--- config.mk ---
export PLATFORM = sky130hd
export DESIGN_NAME = nmea_sentence_field_parser_core_flat
export DESIGN_NICKNAME = d
export VERILOG_FILES = /design/src/design/nsfp_pkg.sv /design/src/design/nsfp_if.sv /design/src/design/nsfp_line_parser.sv /design/src/design/nsfp_fix_store.sv /design/src/design/nmea_sentence_field_parser_core.sv /design/src/flat_wrapper.sv
export SDC_FILE = /design/constraint.sdc
export NUM_CORES = 2
export LEC_CHECK = 0
export BUFFER_PORTS_ARGS = -buffer_cell sky130_fd_sc_hd__buf_2
export CORE_UTILIZATION = 40
export CTS_BUF_LIST = sky130_fd_sc_hd__clkbuf_4
export DETAILED_ROUTE_END_ITERATION = 7
export HOLD_SLACK_MARGIN = 0.02
export SETUP_SLACK_MARGIN = 0.2
export SYNTH_ARGS = -nofsm -noshare
export SYNTH_HDL_FRONTEND = slang
export SYNTH_SLANG_ARGS = --single-unit
--- constraint.sdc ---
create_clock -name clk -period 27.6 [get_ports clk]
set_input_delay 2.76 -clock clk [delete_from_list [all_inputs] [get_ports clk]]
set_output_delay 2.76 -clock clk [all_outputs]
set_load 0.05 [all_outputs]
--- src/design/nsfp_pkg.sv ---
// Shared types, character codes and field tables of the NMEA sentence field parser.
// Depends on nothing; every other design file but nsfp_if imports it.
package nsfp_pkg;

	// Longest line the parser can track, and the width of the line byte counter.
	localparam int MAX_LINE = 128;
	localparam int CNT_W = $clog2(MAX_LINE + 1);
	localparam logic [7:0] LIMIT_RESET = 8'd82;

	// Field values and the saturation ceiling.
	localparam int VAL_W = 31;
	localparam int SPEED_W = 42;
	localparam int NUM_SLOTS = 9;
	localparam logic [VAL_W-1:0] VAL_MAX = '1;
	localparam logic [SPEED_W-1:0] SPEED_SCALE = 42'd1852;

	// Characters of interest.
	localparam logic [7:0] CH_DOLLAR = 8'h24;
	localparam logic [7:0] CH_CR = 8'h0D;
	localparam logic [7:0] CH_LF = 8'h0A;
	localparam logic [7:0] CH_COMMA = 8'h2C;
	localparam logic [7:0] CH_DOT = 8'h2E;
	localparam logic [7:0] CH_ZERO = 8'h30;
	localparam logic [7:0] CH_NINE = 8'h39;
	localparam logic [7:0] CH_A = 8'h41;
	localparam logic [7:0] CH_C = 8'h43;
	localparam logic [7:0] CH_E = 8'h45;
	localparam logic [7:0] CH_G = 8'h47;
	localparam logic [7:0] CH_L = 8'h4C;
	localparam logic [7:0] CH_M = 8'h4D;
	localparam logic [7:0] CH_N = 8'h4E;
	localparam logic [7:0] CH_R = 8'h52;
	localparam logic [7:0] CH_S = 8'h53;
	localparam logic [7:0] CH_W = 8'h57;

	// Result status codes.
	localparam logic [1:0] ST_OK = 2'd0;
	localparam logic [1:0] ST_UNKNOWN = 2'd1;
	localparam logic [1:0] ST_OVERFLOW = 2'd2;

	// Sentence kinds.
	localparam logic [2:0] KIND_NONE = 3'd0;
	localparam logic [2:0] KIND_GGA = 3'd1;
	localparam logic [2:0] KIND_RMC = 3'd2;
	localparam logic [2:0] KIND_GLL = 3'd3;
	localparam logic [2:0] KIND_GNS = 3'd4;

	// Destination codes of a field: a value slot, a hemisphere mark, or nothing.
	localparam logic [3:0] SLOT_TIME = 4'd0;
	localparam logic [3:0] SLOT_LAT = 4'd1;
	localparam logic [3:0] SLOT_LON = 4'd2;
	localparam logic [3:0] SLOT_SATS = 4'd3;
	localparam logic [3:0] SLOT_HDOP = 4'd4;
	localparam logic [3:0] SLOT_ALT = 4'd5;
	localparam logic [3:0] SLOT_AGE = 4'd6;
	localparam logic [3:0] SLOT_SPEED = 4'd7;
	localparam logic [3:0] SLOT_DATE = 4'd8;
	localparam logic [3:0] MAP_NS = 4'd9;
	localparam logic [3:0] MAP_EW = 4'd10;
	localparam logic [3:0] MAP_NONE = 4'd15;

	typedef logic [VAL_W-1:0] val_t;
	typedef logic [7:0] char_t;

	// What the line parser hands to the fix store for one accepted byte.
	typedef struct packed {
		logic fire;
		logic [1:0] status;
		logic [2:0] kind;
		logic commit;
		logic [NUM_SLOTS-1:0] pvalid;
		val_t [NUM_SLOTS-1:0] pval;
		char_t [1:0] phemi;
	} ev_t;

	// One result transaction.
	typedef struct packed {
		logic [1:0] status;
		logic [2:0] sentence_kind;
		logic [30:0] fix_time;
		logic signed [31:0] latitude;
		logic signed [31:0] longitude;
		logic [30:0] satellites;
		logic [30:0] hdop;
		logic [30:0] altitude;
		logic [30:0] fix_age;
		logic [41:0] speed_scaled;
		logic [30:0] fix_date;
	} fix_t;

	// Where field number idx of a sentence of the given kind goes.
	function automatic logic [3:0] map_code(input logic [2:0] kind, input logic [7:0] idx);
		logic [3:0] code;
		code = MAP_NONE;
		case (kind)
			KIND_GGA, KIND_GNS: begin
				case (idx)
					8'd0: code = SLOT_TIME;
					8'd1: code = SLOT_LAT;
					8'd2: code = MAP_NS;
					8'd3: code = SLOT_LON;
					8'd4: code = MAP_EW;
					8'd6: code = SLOT_SATS;
					8'd7: code = SLOT_HDOP;
					8'd8: code = SLOT_ALT;
					8'd10: code = (kind == KIND_GNS) ? SLOT_AGE : MAP_NONE;
					8'd12: code = (kind == KIND_GGA) ? SLOT_AGE : MAP_NONE;
					default: code = MAP_NONE;
				endcase
			end
			KIND_RMC: begin
				case (idx)
					8'd0: code = SLOT_TIME;
					8'd2: code = SLOT_LAT;
					8'd3: code = MAP_NS;
					8'd4: code = SLOT_LON;
					8'd5: code = MAP_EW;
					8'd6: code = SLOT_SPEED;
					8'd8: code = SLOT_DATE;
					default: code = MAP_NONE;
				endcase
			end
			KIND_GLL: begin
				case (idx)
					8'd0: code = SLOT_LAT;
					8'd1: code = MAP_NS;
					8'd2: code = SLOT_LON;
					8'd3: code = MAP_EW;
					8'd4: code = SLOT_TIME;
					default: code = MAP_NONE;
				endcase
			end
			default: code = MAP_NONE;
		endcase
		return code;
	endfunction

endpackage

--- src/design/nsfp_if.sv ---
// Channel interfaces of the NMEA sentence field parser: bytes in, results out, config.
// Depends on no other file; the payload fields are plain logic vectors.
interface nsfp_byte_if;
	logic valid;
	logic ready;
	logic [7:0] rx_byte;
	modport source (output valid, output rx_byte, input ready);
	modport sink (input valid, input rx_byte, output ready);
endinterface

interface nsfp_cfg_if;
	logic valid;
	logic ready;
	logic [7:0] line_limit;
	modport source (output valid, output line_limit, input ready);
	modport sink (input valid, input line_limit, output ready);
endinterface

interface nsfp_fix_if;
	logic valid;
	logic ready;
	logic [1:0] status;
	logic [2:0] sentence_kind;
	logic [30:0] fix_time;
	logic signed [31:0] latitude;
	logic signed [31:0] longitude;
	logic [30:0] satellites;
	logic [30:0] hdop;
	logic [30:0] altitude;
	logic [30:0] fix_age;
	logic [41:0] speed_scaled;
	logic [30:0] fix_date;
	modport source (output valid, output status, output sentence_kind, output fix_time,
		output latitude, output longitude, output satellites, output hdop,
		output altitude, output fix_age, output speed_scaled, output fix_date,
		input ready);
	modport sink (input valid, input status, input sentence_kind, input fix_time,
		input latitude, input longitude, input satellites, input hdop,
		input altitude, input fix_age, input speed_scaled, input fix_date,
		output ready);
endinterface

--- src/design/nsfp_line_parser.sv ---
// Input register and per-byte line state: mnemonic, field accumulation, pending values.
// Depends on nsfp_pkg; feeds nsfp_fix_store through an ev_t event.
module nsfp_line_parser
	import nsfp_pkg::*;
(
	input logic clk,
	input logic arst_n,
	input logic in_valid,
	input logic [7:0] in_byte,
	output logic in_ready,
	input logic [7:0] line_limit,
	input logic slot_free,
	output ev_t ev
);

	typedef struct packed {
		logic in_line;
		logic [CNT_W-1:0] cnt;
		char_t [2:0] mnem;
		logic [7:0] comma;
		val_t accum;
		logic bad;
		char_t first;
		val_t [NUM_SLOTS-1:0] pval;
		logic [NUM_SLOTS-1:0] pvalid;
		char_t [1:0] phemi;
	} pst_t;

	pst_t st_q, st_d;
	logic valid_s1;
	logic [7:0] byte_s1;
	logic adv;
	logic ovf;
	logic [CNT_W-1:0] limit;
	char_t [2:0] mnem_n;
	logic [2:0] kind_n;
	logic [3:0] code;
	logic [7:0] fidx;
	val_t fval;
	logic [VAL_W+3:0] acc_n;

	// A byte moves on when the result slot can take whatever it causes.
	assign adv = valid_s1 && slot_free;
	assign in_ready = !valid_s1 || adv;

	always_ff @(posedge clk or negedge arst_n) begin
		if (!arst_n) begin
			valid_s1 <= 1'b0;
		end else if (in_ready) begin
			valid_s1 <= in_valid;
		end
	end

	always_ff @(posedge clk) begin
		if (in_ready) begin
			byte_s1 <= in_byte;
		end
	end

	// Effective line limit is the smaller of the register and MAX_LINE.
	assign limit = (int'(line_limit) < MAX_LINE) ? CNT_W'(line_limit) : CNT_W'(MAX_LINE);
	assign ovf = st_q.in_line && (st_q.cnt >= limit);
	assign fidx = st_q.comma - 8'd1;
	assign fval = st_q.bad ? '0 : st_q.accum;
	assign acc_n = ({4'b0, st_q.accum} << 3) + ({4'b0, st_q.accum} << 1)
		+ (VAL_W+4)'(byte_s1 - CH_ZERO);

	// Mnemonic bytes including one written by this byte.
	always_comb begin
		mnem_n = st_q.mnem;
		if (st_q.cnt >= CNT_W'(3) && st_q.cnt <= CNT_W'(5)) begin
			mnem_n[2'(st_q.cnt - CNT_W'(3))] = byte_s1;
		end
	end

	// Sentence kind from the mnemonic bytes.
	always_comb begin
		kind_n = KIND_NONE;
		if (mnem_n[0] == CH_G && mnem_n[1] == CH_G && mnem_n[2] == CH_A) begin
			kind_n = KIND_GGA;
		end else if (mnem_n[0] == CH_R && mnem_n[1] == CH_M
			&& mnem_n[2] == CH_C) begin
			kind_n = KIND_RMC;
		end else if (mnem_n[0] == CH_G && mnem_n[1] == CH_L
			&& mnem_n[2] == CH_L) begin
			kind_n = KIND_GLL;
		end else if (mnem_n[0] == CH_G && mnem_n[1] == CH_N
			&& mnem_n[2] == CH_S) begin
			kind_n = KIND_GNS;
		end
	end

	assign code = map_code(kind_n, fidx);

	// Next line state and the event for the fix store.
	always_comb begin
		st_d = st_q;
		ev = '0;
		if (adv) begin
			if (ovf) begin
				st_d.in_line = 1'b0;
				ev.fire = 1'b1;
				ev.status = ST_OVERFLOW;
			end
			if (!st_d.in_line || byte_s1 == CH_DOLLAR) begin
				if (byte_s1 == CH_DOLLAR) begin
					st_d = '0;
					st_d.in_line = 1'b1;
					st_d.cnt = CNT_W'(1);
				end
			end else if (byte_s1 != CH_CR) begin
				st_d.mnem = mnem_n;
				st_d.cnt = st_q.cnt + CNT_W'(1);
				if (byte_s1 == CH_LF || byte_s1 == CH_COMMA) begin
					// Hemisphere mark from the first byte of the closing field.
					if (st_q.comma != 8'd0) begin
						if (code == MAP_NS && (st_q.first == CH_N || st_q.first == CH_S)) begin
							st_d.phemi[0] = st_q.first;
						end
						if (code == MAP_EW && (st_q.first == CH_E || st_q.first == CH_W)) begin
							st_d.phemi[1] = st_q.first;
						end
					end
				end
				if (byte_s1 == CH_LF) begin
					st_d.in_line = 1'b0;
					ev.fire = 1'b1;
					ev.status = (kind_n != KIND_NONE) ? ST_OK : ST_UNKNOWN;
					ev.kind = kind_n;
					ev.commit = (kind_n != KIND_NONE);
				end else if (byte_s1 == CH_COMMA) begin
					if (st_q.comma != 8'd0 && code <= SLOT_DATE && fval != '0) begin
						st_d.pval[code] = fval;
						st_d.pvalid[code] = 1'b1;
					end
					if (st_q.comma != 8'hFF) begin
						st_d.comma = st_q.comma + 8'd1;
					end
					st_d.accum = '0;
					st_d.bad = 1'b0;
					st_d.first = '0;
				end else begin
					if (st_q.first == 8'd0) begin
						st_d.first = byte_s1;
					end
					if (byte_s1 >= CH_ZERO && byte_s1 <= CH_NINE) begin
						st_d.accum = (acc_n > (VAL_W+4)'(VAL_MAX)) ? VAL_MAX : acc_n[VAL_W-1:0];
					end else if (byte_s1 != CH_DOT) begin
						st_d.bad = 1'b1;
					end
				end
			end
		end
		ev.pval = st_d.pval;
		ev.pvalid = st_d.pvalid;
		ev.phemi = st_d.phemi;
	end

	always_ff @(posedge clk or negedge arst_n) begin
		if (!arst_n) begin
			st_q <= '0;
		end else begin
			st_q <= st_d;
		end
	end

endmodule

--- src/design/nsfp_fix_store.sv ---
// Stored fix values, hemisphere marks, commit logic and the result register.
// Depends on nsfp_pkg; driven by the ev_t event of nsfp_line_parser.
module nsfp_fix_store
	import nsfp_pkg::*;
(
	input logic clk,
	input logic arst_n,
	input ev_t ev,
	input logic out_ready,
	output logic out_valid,
	output fix_t out_fix,
	output logic slot_free
);

	typedef struct packed {
		val_t ftime;
		logic signed [31:0] lat;
		logic signed [31:0] lon;
		val_t sats;
		val_t hdop;
		val_t alt;
		val_t age;
		logic [SPEED_W-1:0] speed;
		val_t date;
		char_t ns;
		char_t ew;
	} sto_t;

	sto_t sto_q, sto_d;
	logic out_valid_q;
	fix_t out_q;

	// Magnitude signed by a hemisphere mark; no mark keeps the value as stored.
	function automatic logic signed [31:0] signed_by(input logic signed [31:0] v,
		input char_t mark, input char_t pos, input char_t neg);
		logic signed [31:0] a;
		a = v[31] ? -v : v;
		if (mark == pos) begin
			return a;
		end else if (mark == neg) begin
			return -a;
		end
		return v;
	endfunction

	assign slot_free = !out_valid_q || out_ready;

	// Commit of a known sentence.
	always_comb begin
		sto_d = sto_q;
		if (ev.commit) begin
			if (ev.pvalid[SLOT_TIME]) sto_d.ftime = ev.pval[SLOT_TIME];
			if (ev.pvalid[SLOT_LAT]) sto_d.lat = {1'b0, ev.pval[SLOT_LAT]};
			if (ev.pvalid[SLOT_LON]) sto_d.lon = {1'b0, ev.pval[SLOT_LON]};
			if (ev.pvalid[SLOT_SATS]) sto_d.sats = ev.pval[SLOT_SATS];
			if (ev.pvalid[SLOT_HDOP]) sto_d.hdop = ev.pval[SLOT_HDOP];
			if (ev.pvalid[SLOT_ALT]) sto_d.alt = ev.pval[SLOT_ALT];
			if (ev.pvalid[SLOT_AGE]) sto_d.age = ev.pval[SLOT_AGE];
			if (ev.pvalid[SLOT_SPEED]) begin
				sto_d.speed = SPEED_W'(ev.pval[SLOT_SPEED]) * SPEED_SCALE;
			end
			if (ev.pvalid[SLOT_DATE]) sto_d.date = ev.pval[SLOT_DATE];
			if (ev.phemi[0] != 8'd0) sto_d.ns = ev.phemi[0];
			if (ev.phemi[1] != 8'd0) sto_d.ew = ev.phemi[1];
			sto_d.lat = signed_by(sto_d.lat, sto_d.ns, CH_N, CH_S);
			sto_d.lon = signed_by(sto_d.lon, sto_d.ew, CH_E, CH_W);
		end
	end

	always_ff @(posedge clk or negedge arst_n) begin
		if (!arst_n) begin
			sto_q <= '0;
			out_valid_q <= 1'b0;
		end else begin
			if (ev.fire) begin
				sto_q <= sto_d;
			end
			out_valid_q <= (out_valid_q && !out_ready) || ev.fire;
		end
	end

	// Result register: the stored values after any commit.
	always_ff @(posedge clk) begin
		if (ev.fire) begin
			out_q.status <= ev.status;
			out_q.sentence_kind <= ev.kind;
			out_q.fix_time <= sto_d.ftime;
			out_q.latitude <= sto_d.lat;
			out_q.longitude <= sto_d.lon;
			out_q.satellites <= sto_d.sats;
			out_q.hdop <= sto_d.hdop;
			out_q.altitude <= sto_d.alt;
			out_q.fix_age <= sto_d.age;
			out_q.speed_scaled <= sto_d.speed;
			out_q.fix_date <= sto_d.date;
		end
	end

	assign out_valid = out_valid_q;
	assign out_fix = out_q;

endmodule

--- src/design/nmea_sentence_field_parser_core.sv ---
// NMEA sentence field parser takes one received character per cycle and gives a
// result transaction on each line end or line overflow. A character passes from
// the input register through the combinational line state logic into the result
// register, so the block sustains one character per cycle; the input stalls only
// while a finished result waits in the result register and the input register is
// also full. The line limit register is written through its own channel, which is
// always ready.
module nmea_sentence_field_parser_core
	import nsfp_pkg::*;
(
	input logic clk,
	input logic arst_n,
	nsfp_byte_if.sink rx,
	nsfp_fix_if.source fix,
	nsfp_cfg_if.sink cfg
);

	logic [7:0] line_limit_q;
	logic slot_free;
	ev_t ev;
	fix_t out_fix;

	// Line limit register.
	assign cfg.ready = 1'b1;
	always_ff @(posedge clk or negedge arst_n) begin
		if (!arst_n) begin
			line_limit_q <= LIMIT_RESET;
		end else if (cfg.valid) begin
			line_limit_q <= cfg.line_limit;
		end
	end

	nsfp_line_parser u_parser (
		.clk(clk),
		.arst_n(arst_n),
		.in_valid(rx.valid),
		.in_byte(rx.rx_byte),
		.in_ready(rx.ready),
		.line_limit(line_limit_q),
		.slot_free(slot_free),
		.ev(ev)
	);

	nsfp_fix_store u_store (
		.clk(clk),
		.arst_n(arst_n),
		.ev(ev),
		.out_ready(fix.ready),
		.out_valid(fix.valid),
		.out_fix(out_fix),
		.slot_free(slot_free)
	);

	// Result payload onto the channel.
	assign fix.status = out_fix.status;
	assign fix.sentence_kind = out_fix.sentence_kind;
	assign fix.fix_time = out_fix.fix_time;
	assign fix.latitude = out_fix.latitude;
	assign fix.longitude = out_fix.longitude;
	assign fix.satellites = out_fix.satellites;
	assign fix.hdop = out_fix.hdop;
	assign fix.altitude = out_fix.altitude;
	assign fix.fix_age = out_fix.fix_age;
	assign fix.speed_scaled = out_fix.speed_scaled;
	assign fix.fix_date = out_fix.fix_date;

endmodule

--- src/flat_wrapper.sv ---
// flat-port wrapper written by rule: the top's interface ports become plain ports
module nmea_sentence_field_parser_core_flat import nsfp_pkg::*;
  (clk, arst_n, rx_valid, rx_rx_byte, rx_ready, fix_valid, fix_status, fix_sentence_kind, fix_fix_time, fix_latitude, fix_longitude, fix_satellites, fix_hdop, fix_altitude, fix_fix_age, fix_speed_scaled, fix_fix_date, fix_ready, cfg_valid, cfg_line_limit, cfg_ready);
  nsfp_byte_if rx_i ();
  nsfp_fix_if fix_i ();
  nsfp_cfg_if cfg_i ();
  input logic clk;
  input logic arst_n;
  input wire logic [$bits(rx_i.valid)-1:0] rx_valid;
  input wire logic [$bits(rx_i.rx_byte)-1:0] rx_rx_byte;
  output wire logic [$bits(rx_i.ready)-1:0] rx_ready;
  output wire logic [$bits(fix_i.valid)-1:0] fix_valid;
  output wire logic [$bits(fix_i.status)-1:0] fix_status;
  output wire logic [$bits(fix_i.sentence_kind)-1:0] fix_sentence_kind;
  output wire logic [$bits(fix_i.fix_time)-1:0] fix_fix_time;
  output wire logic [$bits(fix_i.latitude)-1:0] fix_latitude;
  output wire logic [$bits(fix_i.longitude)-1:0] fix_longitude;
  output wire logic [$bits(fix_i.satellites)-1:0] fix_satellites;
  output wire logic [$bits(fix_i.hdop)-1:0] fix_hdop;
  output wire logic [$bits(fix_i.altitude)-1:0] fix_altitude;
  output wire logic [$bits(fix_i.fix_age)-1:0] fix_fix_age;
  output wire logic [$bits(fix_i.speed_scaled)-1:0] fix_speed_scaled;
  output wire logic [$bits(fix_i.fix_date)-1:0] fix_fix_date;
  input wire logic [$bits(fix_i.ready)-1:0] fix_ready;
  input wire logic [$bits(cfg_i.valid)-1:0] cfg_valid;
  input wire logic [$bits(cfg_i.line_limit)-1:0] cfg_line_limit;
  output wire logic [$bits(cfg_i.ready)-1:0] cfg_ready;
  assign rx_i.valid = rx_valid;
  assign rx_i.rx_byte = rx_rx_byte;
  assign rx_ready = rx_i.ready;
  assign fix_valid = fix_i.valid;
  assign fix_status = fix_i.status;
  assign fix_sentence_kind = fix_i.sentence_kind;
  assign fix_fix_time = fix_i.fix_time;
  assign fix_latitude = fix_i.latitude;
  assign fix_longitude = fix_i.longitude;
  assign fix_satellites = fix_i.satellites;
  assign fix_hdop = fix_i.hdop;
  assign fix_altitude = fix_i.altitude;
  assign fix_fix_age = fix_i.fix_age;
  assign fix_speed_scaled = fix_i.speed_scaled;
  assign fix_fix_date = fix_i.fix_date;
  assign fix_i.ready = fix_ready;
  assign cfg_i.valid = cfg_valid;
  assign cfg_i.line_limit = cfg_line_limit;
  assign cfg_ready = cfg_i.ready;
  nmea_sentence_field_parser_core u_core (.clk(clk), .arst_n(arst_n), .rx(rx_i), .fix(fix_i), .cfg(cfg_i));
endmodule
==> results.ini <==
[timing]
fmax_mhz=85.4
rsz0062_at_grt=false
tns_ns=0
finalHoldViolCount=0
clock_skew_ns=0.136
tightest_slew_ns=1.18
slew_viol_final=0
min_period_over_period_pct=42.4
hold_ws_ns=0.465
slew_headroom_pct=21.6
setup_viol=0
fin_crit_ns=11.71

[clock_network]
clkTransAtPathRegs_ns=0.07
holdBufCountCts=0
htree_levels=5
cts_sinks=1008
clk_latency_ns=1.30
post_cts_buffers=0
cts_made_buffers=294
clock_path_buffers=4
tritoncts=done
cts_resized=0
root_buffer=clkbuf_4

[placed_design]
place_congestion=0.938
io_buffers=319
place_inst=7002
dp_hpwl_mm=112

[synth]
synth_area_um2=54200
postSynthCellCount=5075
ys_types=115
synth.top_cell.area_share_pct=32.3
ys_seq_area_share_pct=49.4
synth_area_leaders=dfrtp_1 (32%), edfxtp_1 (17%), mux2_2 (8.5%)
avgSynthCellArea_um2=10.7
yosysMostFrequentCell=dfrtp_1
ys_top_cells_by_count=dfrtp_1 (700), nand2_1 (599), o21ai_0 (571)
yosysTopAreaCell=dfrtp_1
synthFlopType=dfrtp_1
synth_nets=5383
synth-seq-cells=1008
synth-edff-count=305
postSynth.asyncResetShare_pct=69.7
ys_warn_count=0

[floorplan]
fp.dieH_um=370
die_w_um=370
core.rowCount=134
fp.coreArea_um2=134000
start_util_pct=40.4
die_area_um2=137000
ios=321

[setup_path]
start_kind=flip-flop
crit_slowest_cell=o21ai_0
worstPathRequired_ns=28.53
critPathKind=flip-flop to flip-flop
cp-end-kind=flip-flop
arrival_ns=12.63
worst_r2r_path_depth=44
critPathMaxStageDelay_ns=0.77
critPathMaxFanout=18
crit_top_cell=o21ai_0

[grt]
use_met1_pct=31.7
grt_max_degree=163
grt_pass1_wl_mm=248
globalRoute.totalOverflow=0
grt_pass1_vias=40756
antenna_found_initial=7
grt_usage_pct=23.8
grt_use_met2_pct=37.4
busiest_layer=met2
met3_usage_pct=5.68

[min_path]
hp-class=flip-flop to flip-flop
hold_path_depth=2

[final_layout]
ff_latch_area_um2=26800
area_growth_pct=13.3
fin_util_pct=45.8
multi_input_area_um2=25400
final_cells=7513
drive_above_1_share_pct=24.3
num-fill-cells=12698
layout.nets=5838

[routing]
antenna_left=0
dr.pass1.iters=8
vias_per_cell=5.48
routed_wirelength_mm=163
drt_iter0_markers=3585
drcViolationCount=34
avgRoutedWirePerCell_um=21.7
vias=41175

[power]
ir_drop_uv=71.3
p_per_area_nw_per_um2=71.7
power_leakage_nw=27.6

[status]
violations=design-rule violations
outcome=finished, violations left

[run]
maxCapViolations=0

[metal layers]
layer / routed length [um] / vias to the layer above
li1: - / 19098
met5: 0 / -
met4: 5070 / 0
met3: 11600 / 286
met2: 76300 / 1369
met1: 69900 / 20422
[placed cells by master, fill, tap and decap left out, drive strengths merged, types with 10 or more instances in the layout]
master and n:
dfrtp 700, nand2 600, o21ai 586, clkbuf 443, mux2 409, buf 402, edfxtp 305, inv 302
nor2 253, a21oi 183, ha 160, xnor2 132, fa 127, nand3 97, nor3 89, xor2 67
and2 64, a22o 55, clkinv 53, nor4 45, a22oi 44, a21o 41, o31ai 38, a31oi 38
nor2b 37, nand2b 37, and3 36, or2 36, or3 31, mux2i 27, nand4 25, a211oi 21
o21a 20, or4 16, o211ai 13, o22ai 12, nor4b 12, o41ai 11, o21bai 11, diode 10
[critical path: cells and delay by family (launching register included)]
kind	cells	cell delay, ns
AND/OR/NAND/NOR	11	3.38
buffers and inverters	4	0.30
adder cells (fa/ha/maj)	7	2.01
XOR/XNOR	2	0.30
AO/OA/AOI/OAI	20	4.94
flip-flops	1	0.42
[sequential cells by signal, indices dropped and copies added, names as in the netlist]
register                  cells
u_core.u_store.out_valid      1
u_core.u_store.sto_q        308
u_core.u_parser.st_q        385
u_core.u_parser.valid_s1      1
u_core.u_parser.byte_s1       8
u_core.u_store.out_fix      297
u_core.line_limit_q           8
[path summary, 6_finish.rpt]
kind                                                       start                              endpoint  slack, ns
min in group asynchronous                                 arst_n    u_core.line_limit_q[3]$_DFFE_PN0P_       1.53
setup reg to reg           u_core.u_parser.st_q[377]$_DFFE_PN0P_  u_core.u_store.out_fix[71]$_DFFE_PP_      15.89
max in group asynchronous                                 arst_n   u_core.u_parser.st_q[132]$_DFF_PN0_      22.76
hold / removal              u_core.u_store.sto_q[85]$_DFFE_PN0P_  u_core.u_store.sto_q[85]$_DFFE_PN0P_       0.46
hold reg to reg             u_core.u_store.sto_q[85]$_DFFE_PN0P_  u_core.u_store.sto_q[85]$_DFFE_PN0P_       0.46
setup / recovery           u_core.u_parser.st_q[377]$_DFFE_PN0P_  u_core.u_store.out_fix[71]$_DFFE_PP_      15.89
[cell families after synthesis]
group | after synthesis | share of synthesized area (%)
simple gates | 1414 | 12.5
compound gates | 1188 | 13.5
flops | 1008 | 49.4
buf+inv | 542 | 3.87
mux | 436 | 9.02
fa+ha+maj | 287 | 8.39
xor+xnor | 199 | 3.25
other cells | 1 | 0.00693
[report_power, final]
group	total [W]	internal [W]	switching, W
clock network	0.00139	0.000746	0.000645
logic	0.00133	0.000415	0.000911
registers	0.00168	0.00160	0.0000868
total	0.00440	0.00276	0.00164
[stage by stage]
step / setup slack, ns / power (W) / instance area (um2)
finish: 15.89 / 0.00440 / 61400
global route: 14.56 / 0.00465 / 61300
CTS: 15.86 / 0.00442 / 61300
detailed placement: 15.98 / 0.00301 / 57700
global placement: 16.13 / 0.00300 / 57700
floorplan: 2.36 / 0.00254 / 54200
[final cells by class]
| class | instances | share of cell area (%) |
|---|---|---|
| sequential | 1008 | 43.6 |
| multi-input combinational | 3525 | 41.4 |
| clock buffer | 443 | 5.42 |
| timing repair buffer | 402 | 3.67 |
| tap | 1768 | 3.61 |
| inverter | 299 | 1.83 |
| clock inverter | 58 | 0.453 |
| antenna | 10 | 0.0408 |
No activity file was read; power rests on OpenSTA's default activity.
